$ cat src/sv/lr_pkg.sv
// ----------------------------------------------------------------------------
// Line rasterizer package
// Coordinate widths, request codes and octant transform codes.
// ----------------------------------------------------------------------------
package lr_pkg;

	// Width of a screen coordinate (two's complement)
	localparam int COORD_BITS = 12;
	// Transformed coordinates and extents need one more bit
	localparam int CW         = COORD_BITS + 1;
	// Decision variable spans about +/- 4 * extent
	localparam int DW         = COORD_BITS + 3;

	// Request codes
	localparam logic REQ_START = 1'b0;
	localparam logic REQ_STEP  = 1'b1;

	// Octant transforms into (major, minor) space
	typedef enum logic [1:0] {
		OCT_IDENT    = 2'd0,
		OCT_NEG      = 2'd1,
		OCT_SWAP     = 2'd2,
		OCT_NEG_SWAP = 2'd3
	} octant_t;

endpackage

$ cat src/sv/line_rasterizer_top.sv
// ----------------------------------------------------------------------------
// Line rasterizer, all octants
// Loads two endpoints on a start request, then gives one pixel per step
// request along the line using the midpoint decision rule.
// ----------------------------------------------------------------------------
// Path: a step beat passes the request register and then the result register
//   before its pixel shows on the result ports, strobed by result_valid for one cycle.
// Throughput: one beat per clock; busy is never raised. One request register
//   and one result register around the state update set this.
// Reset: arst_n clears the line state and both strobes; no line is active.
// The receiver cannot stall: each result is valid for exactly one cycle.
module line_rasterizer_top
	import lr_pkg::*;
(
	input  logic                         clk,
	input  logic                         arst_n,
	input  logic                         start,
	output logic                         busy,
	input  logic                         req_type,
	input  logic signed [COORD_BITS-1:0] start_x,
	input  logic signed [COORD_BITS-1:0] start_y,
	input  logic signed [COORD_BITS-1:0] end_x,
	input  logic signed [COORD_BITS-1:0] end_y,
	output logic                         result_valid,
	output logic signed [COORD_BITS-1:0] pixel_x,
	output logic signed [COORD_BITS-1:0] pixel_y,
	output logic                         last_pixel
);

	// Request register
	logic                         valid_s1;
	logic                         req_type_s1;
	logic signed [COORD_BITS-1:0] start_x_s1, start_y_s1, end_x_s1, end_y_s1;

	// Line state
	logic                 active_q;
	octant_t              octant_q;
	logic signed [CW-1:0] major_pos_q, minor_pos_q, major_end_q;
	logic signed [CW-1:0] delta_major_q, delta_minor_q;
	logic signed [DW-1:0] decision_q;

	// Result register
	logic                         valid_s2;
	logic signed [COORD_BITS-1:0] pixel_x_s2, pixel_y_s2;
	logic                         last_s2;

	// Setup path signals
	logic signed [CW-1:0] ax0, ay0, ax1, ay1;
	logic signed [CW-1:0] lx0, ly0, lx1, ly1;
	logic signed [CW-1:0] dx, dy, neg_dx;
	octant_t              n_octant;
	logic signed [CW-1:0] n_major_pos, n_major_end, n_minor_pos, n_dmaj, n_dmin;
	logic signed [DW-1:0] n_decision;

	// Step path signals
	logic                 at_end;
	logic signed [DW-1:0] dec_adj, dec_next;
	logic signed [CW-1:0] neg_minor, neg_major;
	logic signed [CW-1:0] px_w, py_w;

	assign busy = 1'b0;

	// Capture each accepted beat
	always_ff @(posedge clk or negedge arst_n) begin
		if (!arst_n) begin
			valid_s1 <= 1'b0;
		end else begin
			valid_s1 <= start & ~busy;
		end
	end

	always_ff @(posedge clk) begin
		if (start && !busy) begin
			req_type_s1 <= req_type;
			start_x_s1  <= start_x;
			start_y_s1  <= start_y;
			end_x_s1    <= end_x;
			end_y_s1    <= end_y;
		end
	end

	// Setup: order left to right, pick octant, compute extents
	always_comb begin
		ax0 = CW'(start_x_s1);
		ay0 = CW'(start_y_s1);
		ax1 = CW'(end_x_s1);
		ay1 = CW'(end_y_s1);
		if (ax0 > ax1) begin
			lx0 = ax1; ly0 = ay1; lx1 = ax0; ly1 = ay0;
		end else begin
			lx0 = ax0; ly0 = ay0; lx1 = ax1; ly1 = ay1;
		end
		dx     = lx1 - lx0;
		dy     = ly1 - ly0;
		neg_dx = -dx;
		if (dy >= dx) begin
			n_octant    = OCT_SWAP;
			n_major_pos = ly0;
			n_major_end = ly1;
			n_minor_pos = lx0;
			n_dmaj      = dy;
			n_dmin      = dx;
		end else if (dy <= 0 && dy >= neg_dx) begin
			n_octant    = OCT_NEG;
			n_major_pos = lx0;
			n_major_end = lx1;
			n_minor_pos = -ly0;
			n_dmaj      = dx;
			n_dmin      = -dy;
		end else if (dy < neg_dx) begin
			n_octant    = OCT_NEG_SWAP;
			n_major_pos = -ly0;
			n_major_end = -ly1;
			n_minor_pos = lx0;
			n_dmaj      = -dy;
			n_dmin      = dx;
		end else begin
			n_octant    = OCT_IDENT;
			n_major_pos = lx0;
			n_major_end = lx1;
			n_minor_pos = ly0;
			n_dmaj      = dx;
			n_dmin      = dy;
		end
		n_decision = (DW'(n_dmin) <<< 1) - DW'(n_dmaj);
	end

	// Step: map back to screen space and advance the decision variable
	always_comb begin
		at_end    = major_pos_q >= major_end_q;
		neg_minor = -minor_pos_q;
		neg_major = -major_pos_q;
		case (octant_q)
			OCT_IDENT: begin
				px_w = major_pos_q; py_w = minor_pos_q;
			end
			OCT_NEG: begin
				px_w = major_pos_q; py_w = neg_minor;
			end
			OCT_SWAP: begin
				px_w = minor_pos_q; py_w = major_pos_q;
			end
			default: begin
				px_w = minor_pos_q; py_w = neg_major;
			end
		endcase
		if (decision_q >= 0) begin
			dec_adj = decision_q - (DW'(delta_major_q) <<< 1);
		end else begin
			dec_adj = decision_q;
		end
		dec_next = dec_adj + (DW'(delta_minor_q) <<< 1);
	end

	// Line state and result strobe
	always_ff @(posedge clk or negedge arst_n) begin
		if (!arst_n) begin
			active_q      <= 1'b0;
			octant_q      <= OCT_IDENT;
			major_pos_q   <= '0;
			minor_pos_q   <= '0;
			major_end_q   <= '0;
			delta_major_q <= '0;
			delta_minor_q <= '0;
			decision_q    <= '0;
			valid_s2      <= 1'b0;
		end else begin
			valid_s2 <= 1'b0;
			if (valid_s1) begin
				if (req_type_s1 == REQ_START) begin
					active_q      <= 1'b1;
					octant_q      <= n_octant;
					major_pos_q   <= n_major_pos;
					minor_pos_q   <= n_minor_pos;
					major_end_q   <= n_major_end;
					delta_major_q <= n_dmaj;
					delta_minor_q <= n_dmin;
					decision_q    <= n_decision;
				end else if (active_q) begin
					valid_s2 <= 1'b1;
					if (at_end) begin
						active_q <= 1'b0;
					end else begin
						if (decision_q >= 0) begin
							minor_pos_q <= minor_pos_q + CW'(1);
						end
						decision_q  <= dec_next;
						major_pos_q <= major_pos_q + CW'(1);
					end
				end
			end
		end
	end

	// Result payload
	always_ff @(posedge clk) begin
		if (valid_s1 && req_type_s1 == REQ_STEP && active_q) begin
			pixel_x_s2 <= px_w[COORD_BITS-1:0];
			pixel_y_s2 <= py_w[COORD_BITS-1:0];
			last_s2    <= at_end;
		end
	end

	assign result_valid = valid_s2;
	assign pixel_x      = pixel_x_s2;
	assign pixel_y      = pixel_y_s2;
	assign last_pixel   = last_s2;

	// A pixel only follows an accepted step beat, through the request and result registers
	a_result_from_step: assert property (@(posedge clk) disable iff (!arst_n)
		result_valid |-> $past(start && !busy && req_type == REQ_STEP, 2))
		else $error("result without a step request");

	// The final pixel ends the line
	a_last_ends_line: assert property (@(posedge clk) disable iff (!arst_n)
		result_valid && last_pixel |-> !active_q)
		else $error("line still active after last pixel");

	// Major position never runs past the endpoint
	a_major_in_range: assert property (@(posedge clk) disable iff (!arst_n)
		active_q |-> major_pos_q <= major_end_q)
		else $error("major position beyond line end");

	// An idle block gives no pixel
	a_idle_silent: assert property (@(posedge clk) disable iff (!arst_n)
		valid_s1 && !active_q && req_type_s1 == REQ_STEP |=> !result_valid)
		else $error("pixel emitted while idle");

endmodule
$ cat config.mk
export PLATFORM = sky130hd
export DESIGN_NAME = line_rasterizer_top
export DESIGN_NICKNAME = d
export VERILOG_FILES = /design/src/sv/lr_pkg.sv /design/src/sv/line_rasterizer_top.sv
export SDC_FILE = /design/constraint.sdc
export NUM_CORES = 1
export LEC_CHECK = 0
export ABC_AREA = 1
export BUFFER_PORTS_ARGS = -buffer_cell sky130_fd_sc_hd__clkbuf_2
export CAP_MARGIN = 20
export CORE_MARGIN = 2
export CORE_UTILIZATION = 41
export CTS_CLUSTER_SIZE = 12
export DETAILED_ROUTE_END_ITERATION = 10
export SYNTH_ARGS = -nofsm -noshare
export SYNTH_HDL_FRONTEND = slang
export SYNTH_SLANG_ARGS = --single-unit
$ cat constraint.sdc
create_clock -name clk -period 7.89 [get_ports clk]
set_input_delay 2.367 -clock clk [delete_from_list [all_inputs] [get_ports clk]]
set_output_delay 2.367 -clock clk [all_outputs]
set_load 0.01 [all_outputs]
==> metrics, run 1 <==
outcome completed; clock network latency to the later pin of the worst-skew pair 0.46 ns; mean area per synthesized cell 7.091 sq um; Fin Clk Skew 0.01222 ns; Final Hold Slack 0.4935 ns; number of placed instances with taps included 2497; most frequent cell on the critical path sky130_fd_sc_hd__nand2_1; Async SR Flop Fraction 52.87%; fin crit share 94.68%; Yosys cell types 66; Overall Global Routing Usage 24.66%; overflow left after global routing 0; total CTS buffers 17; Worst Setup End Kind flop; most frequent cell after synthesis sky130_fd_sc_hd__nand2_1; HPWL reported at the end of detailed placement 33770 microns; initial antenna violation count 1; slew at the pin closest to its max-slew limit 0.7826 ns; fmax 133.9 MHz; Die ar. 0.03539 sq mm; number of buffer cells added on primary ports 77; GRT met2 Usage 37.96%; Synth Instances 1960; number of antenna-violating nets in the routed design 0; average wire length per cell after detail routing 17.00 microns; number of buffers inserted by hold repair at cts 0; wire length of the first global-routing pass 68210 microns; height of the chip 188.1 microns; top cell types by occurrence after synthesis 459 x sky130_fd_sc_hd__nand2_1, 271 x sky130_fd_sc_hd__inv_1, 156 x sky130_fd_sc_hd__o21ai_0; data arrival at the endpoint of the critical path 7.79 ns; register area share after synthesis 30.93%; met1 usage in global routing 34.58%; met3 Resource Use GR 4.099%; final number of setup-violating endpoints 0; Mapped Nets 2113; slowest cell on the critical path sky130_fd_sc_hd__edfxtp_1; CTS tree yes; final critical path time including I/O delays and setup 7.470 ns; required time of the critical path 8.21 ns; predominant post-synthesis flop cell sky130_fd_sc_hd__dfrtp_1; final routed DRC violation total 0; fraction of final layout cells with drive strength greater than 1 16.12%; final net count 2243; flip-flop and latch count after synthesis 157; slew margin rel. 47.83%; most heavily used metal layer in global routing met2; number of vias after detailed routing 13390; Area Overhead vs Synth 16.74%; crit path max fanout 38; hold violation total from the final report 0; area of the core 0.03345 sq mm; CP bufs+invs 10; drt first pass iters 5; Die Span X 188.1 microns; clk sinks 157; via count of the first global-routing pass 12600; number of vias per cell after detailed routing 5.247; n_diodes 0; number of maximum-capacitance violations 0; final instance count without filler cells 2551; WL final 43380 microns; number of levels the H-tree was split into 4; fraction of the core area covered by cells at the end of the flow 48.51%; Max Buffers Root-to-Sink 2; 1st-iter DRT viols 1159; starting utilization of the core area 41.55%; CP max stage delay 0.46 ns; largest area contributor in the netlist sky130_fd_sc_hd__edfxtp_1; number of warnings issued by yosys 0; routability cong. 0.9528; top-area cell type share of the netlist area 15.99%; cell family with most CP delay simple AND/OR/NAND/NOR gates; count of filler cells inserted in the layout 3385; dominant cells by area after synthesis sky130_fd_sc_hd__edfxtp_1 16%, sky130_fd_sc_hd__dfrtp_1 15%, sky130_fd_sc_hd__nand2_1 12%; netlist area before placement 0.01390 sq mm; worst hold path class reg2reg; number of cell rows 67; multi-input combinational cell area 0.008474 sq mm; maximum number of pins on one net before global-route repair 58; final setup TNS 0 ns; pins over their slew limit 0; clock edge transition at the registers on the reported setup and hold paths 0.07 ns; critical path launch point type flop; category of the most critical setup path reg2reg; Post-synth EDFFs 74; Boundary Pins 79; Sequential Area 0.004299 sq mm; Clock Root Buffer sky130_fd_sc_hd__clkbuf_16; RSZ-0062 raised after global routing true
## per-stage QoR
stage                     setup WS (ns)  instance area, sq um
after global placement           0.2331                 15040
after detailed placement         0.1421                 15040
final                            0.4201                 16220
after global routing            -0.1407                 16220
after floorplan                  0.3956                 13900
after CTS                       0.09237                 15630
## worst min-delay path, delay by kind of cell (launching register included)
family,cells,cell delay (ns)
AOI/OAI and AO/OA,1,0.06
DFF,1,0.34
and+or+nand+nor,1,0.05
## routing by layer
metal	share of wire (%)	vias to the layer above	routed length (microns)
met5	0.030	-	13
met4	3.1	2	1350
met3	4.8	70	2081
met2	44	348	19160
met1	48	6164	20770
li1	-	6801	-
## logic make-up after synthesis
kind of cell             Yosys count  share of synthesized area [%]
AO/OA/AOI/OAI                    487                          20.01
flip-flops                       157                          30.93
multiplexers                       3                         0.2161
buffers and inverters            349                          10.71
AND/OR/NAND/NOR                  788                          24.18
XOR/XNOR                          74                          4.663
adder cells (fa/ha/maj)          101                          9.255
other                              1                        0.02698
## sequential cells by signal (all words and copies together) (netlist names), 13 cells and up
signal	count
major_end_q	13
major_pos_q	13
delta_minor_q	13
delta_major_q	13
decision_q	14
## what timing repair did
item | in CTS | in global routing
setup endpoints to repair | 0 | 7
setup buffers | 0 | 19
gates resized for setup | 0 | 95
## worst paths after layout
| path | from | endpoint | slack [ns] | cells past startpoint |
|---|---|---|---|---|
| min | delta_major_q[5] | delta_major_q[5] | 0.49 | 2 |
| max | start_x_s1[4] | decision_q[14] | 0.42 | 50 |
| max in group asynchronous | arst_n | major_end_q[10] | 4.95 | 2 |
| min reg2reg | delta_major_q[5] | delta_major_q[5] | 0.49 | 2 |
| min in group asynchronous | arst_n | delta_major_q[8] | 1.83 | 1 |
| max reg2reg | start_x_s1[4] | decision_q[14] | 0.42 | 50 |
## final cells by class
class	count	share of cell area [%]
clock buffer	22	2.954
inverter	280	6.563
sequential	157	26.50
tap	448	3.455
timing repair buffer	180	7.666
clock inverter	10	0.6324
multi-input combinational	1454	52.23
## cells in the final DEF (no fill, tap or decap), types with 5 or more instances in the layout
master	instances
sky130_fd_sc_hd__o211ai_1	29
sky130_fd_sc_hd__nand2_1	437
sky130_fd_sc_hd__o2111ai_1	6
sky130_fd_sc_hd__nor4_1	6
sky130_fd_sc_hd__a21oi_2	11
sky130_fd_sc_hd__a21o_1	5
sky130_fd_sc_hd__o22ai_1	7
sky130_fd_sc_hd__nand3_2	7
sky130_fd_sc_hd__buf_4	95
sky130_fd_sc_hd__clkbuf_16	20
sky130_fd_sc_hd__or2_2	7
sky130_fd_sc_hd__ha_1	90
sky130_fd_sc_hd__nor3_1	30
sky130_fd_sc_hd__a22oi_1	13
sky130_fd_sc_hd__o21ai_0	146
sky130_fd_sc_hd__ha_4	8
sky130_fd_sc_hd__a31oi_1	17
sky130_fd_sc_hd__o21ai_1	70
sky130_fd_sc_hd__dfrtp_1	83
sky130_fd_sc_hd__o21ai_2	8
sky130_fd_sc_hd__nand2_2	36
sky130_fd_sc_hd__clkbuf_2	76
sky130_fd_sc_hd__o31ai_1	6
sky130_fd_sc_hd__inv_1	260
sky130_fd_sc_hd__nand3_1	83
sky130_fd_sc_hd__xor2_1	63
sky130_fd_sc_hd__edfxtp_1	74
sky130_fd_sc_hd__xnor2_1	7
sky130_fd_sc_hd__nand4_1	17
sky130_fd_sc_hd__nor2_1	142
sky130_fd_sc_hd__a21oi_1	136
sky130_fd_sc_hd__inv_2	15
Power of run 1 is not shown: default switching activity piles up to over one toggle a cycle in this logic, so the estimate is an artifact.
==> run 2, diff against run 1 <==
- GPL_TIMING_DRIVEN: default -> 0
==> run 2 against run 1 <==
Effect of this change:
- the run now ends with negative setup slack left
- sequential cell count did not move
- cell area rose by 3.2%
- fmax fell by 6.2%
- register-to-register slack got worse by 0.49 ns
- critical path depth grew 9
- via count rose by 5.1%
- worst hold slack worse by 0.0020 ns
- final cell count rose by 1.7%
- utilization is 1.6 points higher
- sequential share of layout area fell by 0.83 points
- worst setup slack worse by 0.49 ns
- clock skew is 0.00074 ns higher
- critical endpoint is now decision_q[12]
- largest cell class unchanged
- highest routed layer is now met4
==> metrics, run 2 (synthesis gave the netlist of run 1 again) <==
fraction of final layout cells with drive strength greater than 1 17.33% (+1.2 points); Fin Clk Skew 0.01296 ns (+0.0007359 ns); HP Start delta_major_q[3]; RSZ-0062 raised after global routing true; fin crit share 100.9% (+6.2 points); Worst Setup End Kind flop; wire length of the first global-routing pass 73310 microns (+7.5%); final routed DRC violation total 0 (unchanged); routability cong. 0.9883 (+3.7%); number of cell rows 67 (unchanged); Die ar. 0.03539 sq mm (unchanged); slew margin rel. 25.65% (-22 points); Register-to-Register Setup Slack -0.07 ns (-0.49 ns); met3 Resource Use GR 3.013% (-1.1 points); most heavily used metal layer in global routing met2; number of levels the H-tree was split into 4 (unchanged); Final Hold Slack 0.4916 ns (-0.001964 ns); R2R cell count 59 (+18%); via count of the first global-routing pass 13060 (+3.6%); number of stages on the worst hold path 2 (unchanged); overflow left after global routing 0 (unchanged); number of maximum-capacitance violations 0 (unchanged); most frequent cell on the critical path sky130_fd_sc_hd__nor2_1; outcome finished, violations left; Clock Root Buffer sky130_fd_sc_hd__clkbuf_16; fmax 125.6 MHz (-6.2%); CP max stage delay 0.46 ns (about the same); cell family with most CP delay simple AND/OR/NAND/NOR gates; pre-CTS WS -1.566 ns (-1.708 ns); n_diodes 0 (unchanged); hold violation total from the final report 0 (unchanged); critical path launch point type flop; average wire length per cell after detail routing 18.44 microns (+8.4%); Boundary Pins 79 (unchanged); Die Span X 188.1 microns (unchanged); area of the core 0.03345 sq mm (unchanged); post-route setup slack -0.07235 ns (-0.4924 ns); clk sinks 157 (unchanged); maximum number of pins on one net before global-route repair 62 (+6.9%); HPWL reported at the end of detailed placement 37390 microns (+11%); number of buffer cells added on primary ports 77 (unchanged); starting utilization of the core area 41.55% (unchanged); pins over their slew limit 0 (unchanged); most common cell after layout, fill and taps aside sky130_fd_sc_hd__nand2_1; highest-count cells in the layout ignoring fill and taps 435 x sky130_fd_sc_hd__nand2_1, 256 x sky130_fd_sc_hd__inv_1, 147 x sky130_fd_sc_hd__o21ai_0; final setup TNS -0.1704 ns (-0.1704 ns); final net count 2286 (+1.9%); number of buffers inserted by hold repair at cts 0 (unchanged); initial antenna violation count 0 (-1); CTS tree yes; number of vias per cell after detailed routing 5.424 (+3.4%); reg-to-reg critical path startpoint start_x_s1[11]; required time of the critical path 8.26 ns (+0.05 ns); total CTS buffers 17 (unchanged); number of flip-flops under the largest register name 14 (unchanged); met1 usage in global routing 35.94% (+1.4 points); Reg with most FFs decision_q; crit path max fanout 10 (-74%); Overall Global Routing Usage 26.90% (+2.2 points); Endpoint, Worst Hold delta_major_q[3]; clock edge transition at the registers on the reported setup and hold paths 0.06 ns (about the same); number of antenna-violating nets in the routed design 0 (unchanged); final critical path time including I/O delays and setup 7.962 ns (+0.4924 ns); category of the most critical setup path reg2reg; GRT met2 Usage 43.98% (+6.0 points); height of the chip 188.1 microns (unchanged); WL final 47820 microns (+10%); slowest cell on the critical path sky130_fd_sc_hd__edfxtp_1; Area Overhead vs Synth 20.52%; worst hold path class reg2reg; slew at the pin closest to its max-slew limit 1.104 ns (+0.3210 ns); 1st-iter DRT viols 1218 (+5.1%); drt first pass iters 6 (+1); failing checks negative setup slack; Max Buffers Root-to-Sink 2 (unchanged); clock network latency to the later pin of the worst-skew pair 0.46 ns (about the same); final number of setup-violating endpoints 3 (+3); CP bufs+invs 11 (+1); number of vias after detailed routing 14070 (+5.1%); r2r endpoint decision_q[12]; data arrival at the endpoint of the critical path 8.34 ns (+0.55 ns)
-- run 2: cell type report --
cell class,count,area [sq um]
fillers,3254,16700
flip-flops and latches,157,4299
multi-input cells,1454,8717
well taps,448,560.5
inverters,280,1084
repair buffers,157,1054
clock buffers,20,436.7
plain buffers,66,454.2
clock inverters,12,145.1
-- run 2: tightest hold or removal path, stage by stage, from the launching register on --
cell and delay [ns]:
sky130_fd_sc_hd__dfrtp_1 0.34, sky130_fd_sc_hd__nand2_1 0.05, sky130_fd_sc_hd__o21ai_1 0.06
-- run 2: worst max path at each step --
| stage | to | cells after the start | slack [ns] | startpoint |
|---|---|---|---|---|
| 6_report | decision_q[12] | 59 | -0.07 | start_x_s1[11] |
| 5_1_grt | decision_q[12] | 62 | -0.60 | start_x_s1[9] |
| 4_1_cts | decision_q[12] | 64 | 0.0005 | start_x_s1[7] |
| 3_5_place_dp | decision_q[12] | 58 | -1.57 | start_x_s1[7] |
| 3_3_place_gp | decision_q[12] | 58 | -1.47 | start_x_s1[7] |
| 2_1_floorplan | decision_q[12] | 63 | 0.40 | start_x_s1[7] |
-- run 2: layer usage --
metal / wire (microns) / share of wire [%]
met1: 21470 / 45
met4: 2007 / 4.2
met5: 0 / 0
met2: 21960 / 46
met3: 2386 / 5.0
-- run 2: what timing repair did --
action                                  CTS  global route
setup buffers                            40            36
pin swaps                                32            56
endpoints found under the setup margin   13             7
endpoints found under the hold margin     0             0
resized for setup                        93            67
-- run 2: stage by stage --
step | area [sq um] | instances | util [%]
4_1_cts | 16200 | 2558 | 48.43
5_1_grt | 16750 | 2594 | 50.08
2_1_floorplan | 13900 | 1960 | -
3_5_place_dp | 14920 | 2489 | 44.60
3_3_place_gp | 14840 | 2485 | 44.38
6_report | 16750 | 2594 | 50.08
Power of run 2 is left out for the same reason.
==> run 3, diff against run 2 <==
- MAX_ROUTING_LAYER: default -> met4
==> run 3 against run 2 <==
Effect of this change:
- the flow still finishes with violations (negative setup slack)
- utilization rose by 0.094 points
- sequential cell count unchanged
- sequential share of layout area hardly changed
- via count about the same
- register-to-register slack got worse by 0.10 ns
- die area unchanged
- count of clock-buffer cells in the layout down 1
- fmax is 1.2% lower
- critical path depth decreased by 5
- worst setup slack worse by 0.10 ns
- non-clock buffer count rose by 3
- largest cell class unchanged
==> metrics, run 3 (synthesis gave the netlist of run 1 again) <==
most frequent cell on the critical path sky130_fd_sc_hd__nor2_1; via count of the first global-routing pass 12950 (-0.80%); number of placed instances with taps included 2489 (unchanged); RSZ-0062 raised after global routing true; final routed DRC violation total 0 (unchanged); CP max stage delay 0.78 ns (+0.32 ns); final net count 2289 (+0.13%); initial antenna violation count 0 (unchanged); most common cell after layout, fill and taps aside sky130_fd_sc_hd__nand2_1; count of filler cells inserted in the layout 3285 (+0.95%); fin crit share 102.2% (+1.3 points); post-route setup slack -0.1730 ns (-0.1006 ns); required time of the critical path 8.26 ns (about the same); pins over their slew limit 0 (unchanged); routability cong. 0.9671 (-2.1%); category of the most critical setup path reg2reg; Worst Setup End Kind flop; detailed-routed wire length on met2 21870 microns (-0.40%); clock edge transition at the registers on the reported setup and hold paths 0.06 ns (about the same); Area Overhead vs Synth 20.74%; met3 WL post-DR 2786 microns (+17%); Reg with most FFs decision_q; critical path launch point type flop; starting utilization of the core area 41.55% (unchanged); number of vias per cell after detailed routing 5.415 (-0.16%); highest-count cells in the layout ignoring fill and taps 432 x sky130_fd_sc_hd__nand2_1, 258 x sky130_fd_sc_hd__inv_1, 143 x sky130_fd_sc_hd__o21ai_0; R2R cell count 54 (-8.5%); Die Span X 188.1 microns (unchanged); 1st-iter DRT viols 1132 (-7.1%); drt first pass iters 5 (-1); worst hold path class reg2reg; outcome finished, violations left; slew margin rel. 31.59% (+5.9 points); number of maximum-capacitance violations 0 (unchanged); final setup TNS -0.3446 ns (-0.1742 ns); Overall Global Routing Usage 27.57% (+0.67 points); area of the core 0.03345 sq mm (unchanged); wire length of the first global-routing pass 73060 microns (-0.34%); number of levels the H-tree was split into 4 (unchanged); number of flip-flops under the largest register name 14 (unchanged); HPWL reported at the end of detailed placement 37440 microns (+0.13%); crit path max fanout 6 (-4); clock network latency to the later pin of the worst-skew pair 0.46 ns (about the same); slowest cell on the critical path sky130_fd_sc_hd__o21ai_0; fmax 124.0 MHz (-1.2%); overflow left after global routing 0 (unchanged); number of cell rows 67 (unchanged); CP bufs+invs 13 (+2); WL final 47740 microns (-0.17%); number of antenna-violating nets in the routed design 0 (unchanged); number of stages on the worst hold path 2 (unchanged); number of buffers inserted by hold repair at cts 0 (unchanged); detailed-routing wirelength on met1 21330 microns (-0.62%); data arrival at the endpoint of the critical path 8.43 ns (+0.09 ns); Max Used Layer met4; CTS tree yes; height of the chip 188.1 microns (unchanged); failing checks negative setup slack; final instance count without filler cells 2597 (+0.12%); maximum number of pins on one net before global-route repair 56 (-9.7%); average wire length per cell after detail routing 18.38 microns (-0.28%); number of vias after detailed routing 14060 (-0.043%); clk sinks 157 (unchanged); Max Buffers Root-to-Sink 2 (unchanged); n_diodes 0 (unchanged); fraction of final layout cells with drive strength greater than 1 17.54% (+0.21 points); final critical path time including I/O delays and setup 8.063 ns (+0.1006 ns); hold violation total from the final report 0 (unchanged); slew at the pin closest to its max-slew limit 1.015 ns (-0.08822 ns); Boundary Pins 79 (unchanged); final number of setup-violating endpoints 3 (unchanged); number of buffer cells added on primary ports 77 (unchanged); cell depth of the worst setup path 54 (-8.5%); total CTS buffers 17 (unchanged); Die ar. 0.03539 sq mm (unchanged); Clock Root Buffer sky130_fd_sc_hd__clkbuf_16; cell family with most CP delay compound AO/OA/AOI/OAI gates; fraction of the core area covered by cells at the end of the flow 50.17% (+0.094 points); Fin Clk Skew 0.01507 ns (+0.002114 ns)
[run 3: cell types whose count changed in the layout (fill, tap and decap cells not counted), sizes merged]
cell | before | now
clkbuf | 128 | 129
buf | 113 | 114
inv | 279 | 281
clkinvlp | 2 | 4
clkinv | 8 | 5
[run 3: layer usage]
layer  up-vias  track usage, %
met4         0           10.72
met3        92           3.219
met1      6543           35.92
li1       6912               -
met2       517           43.88
met5         -               -
[run 3: final cells by class]
| class | count | area [sq um] | share of cell area, % |
|---|---|---|---|
| plain buffers | 67 | 461.7 | 2.751 |
| clock buffers | 19 | 432.9 | 2.580 |
| clock inverters | 13 | 166.4 | 0.9917 |
| inverters | 280 | 1079 | 6.427 |
| multi-input cells | 1454 | 8735 | 52.05 |
| flip-flops and latches | 157 | 4299 | 25.62 |
| well taps | 448 | 560.5 | 3.340 |
| repair buffers | 159 | 1047 | 6.241 |
[run 3: worst paths after layout]
check                                 startpoint                to  slack (ns)
worst max-delay path               start_x_s1[7]    decision_q[12]       -0.17
worst min-delay path            delta_minor_q[5]  delta_minor_q[5]        0.50
worst max register to register     start_x_s1[7]    decision_q[12]       -0.17
worst min register to register  delta_minor_q[5]  delta_minor_q[5]        0.50
max in group asynchronous                 arst_n    major_pos_q[8]        5.36
min in group asynchronous                 arst_n     decision_q[3]        1.89
[run 3: worst register-to-register path, delay by kind of cell (launching register included)]
| kind | cells | cell delay [ns] |
|---|---|---|
| xor+xnor | 2 | 0.59 |
| buf+inv | 13 | 1.17 |
| simple gates | 20 | 2.02 |
| compound gates | 16 | 2.95 |
| fa+ha+maj | 3 | 0.80 |
| flops | 1 | 0.45 |
[run 3: what timing repair did]
action	in CTS	in global routing
pin swaps	25	50
setup endpoints to repair	13	8
endpoints found under the hold margin	0	0
resized for setup	77	92
setup buffers	42	37
[run 3: through the flow]
| stage | area (sq um) | hold WS [ns] | worst slack, ns |
|---|---|---|---|
| after global placement | 14840 | 0.4696 | -1.413 |
| after global routing | 16780 | 0.5134 | -0.6133 |
| final | 16780 | 0.4951 | -0.1730 |
| after floorplan | 13900 | 0.4530 | 0.3956 |
| after CTS | 16160 | 0.4980 | -0.001416 |
| after detailed placement | 14920 | 0.4774 | -1.455 |
Power of run 3 is left out for the same reason.
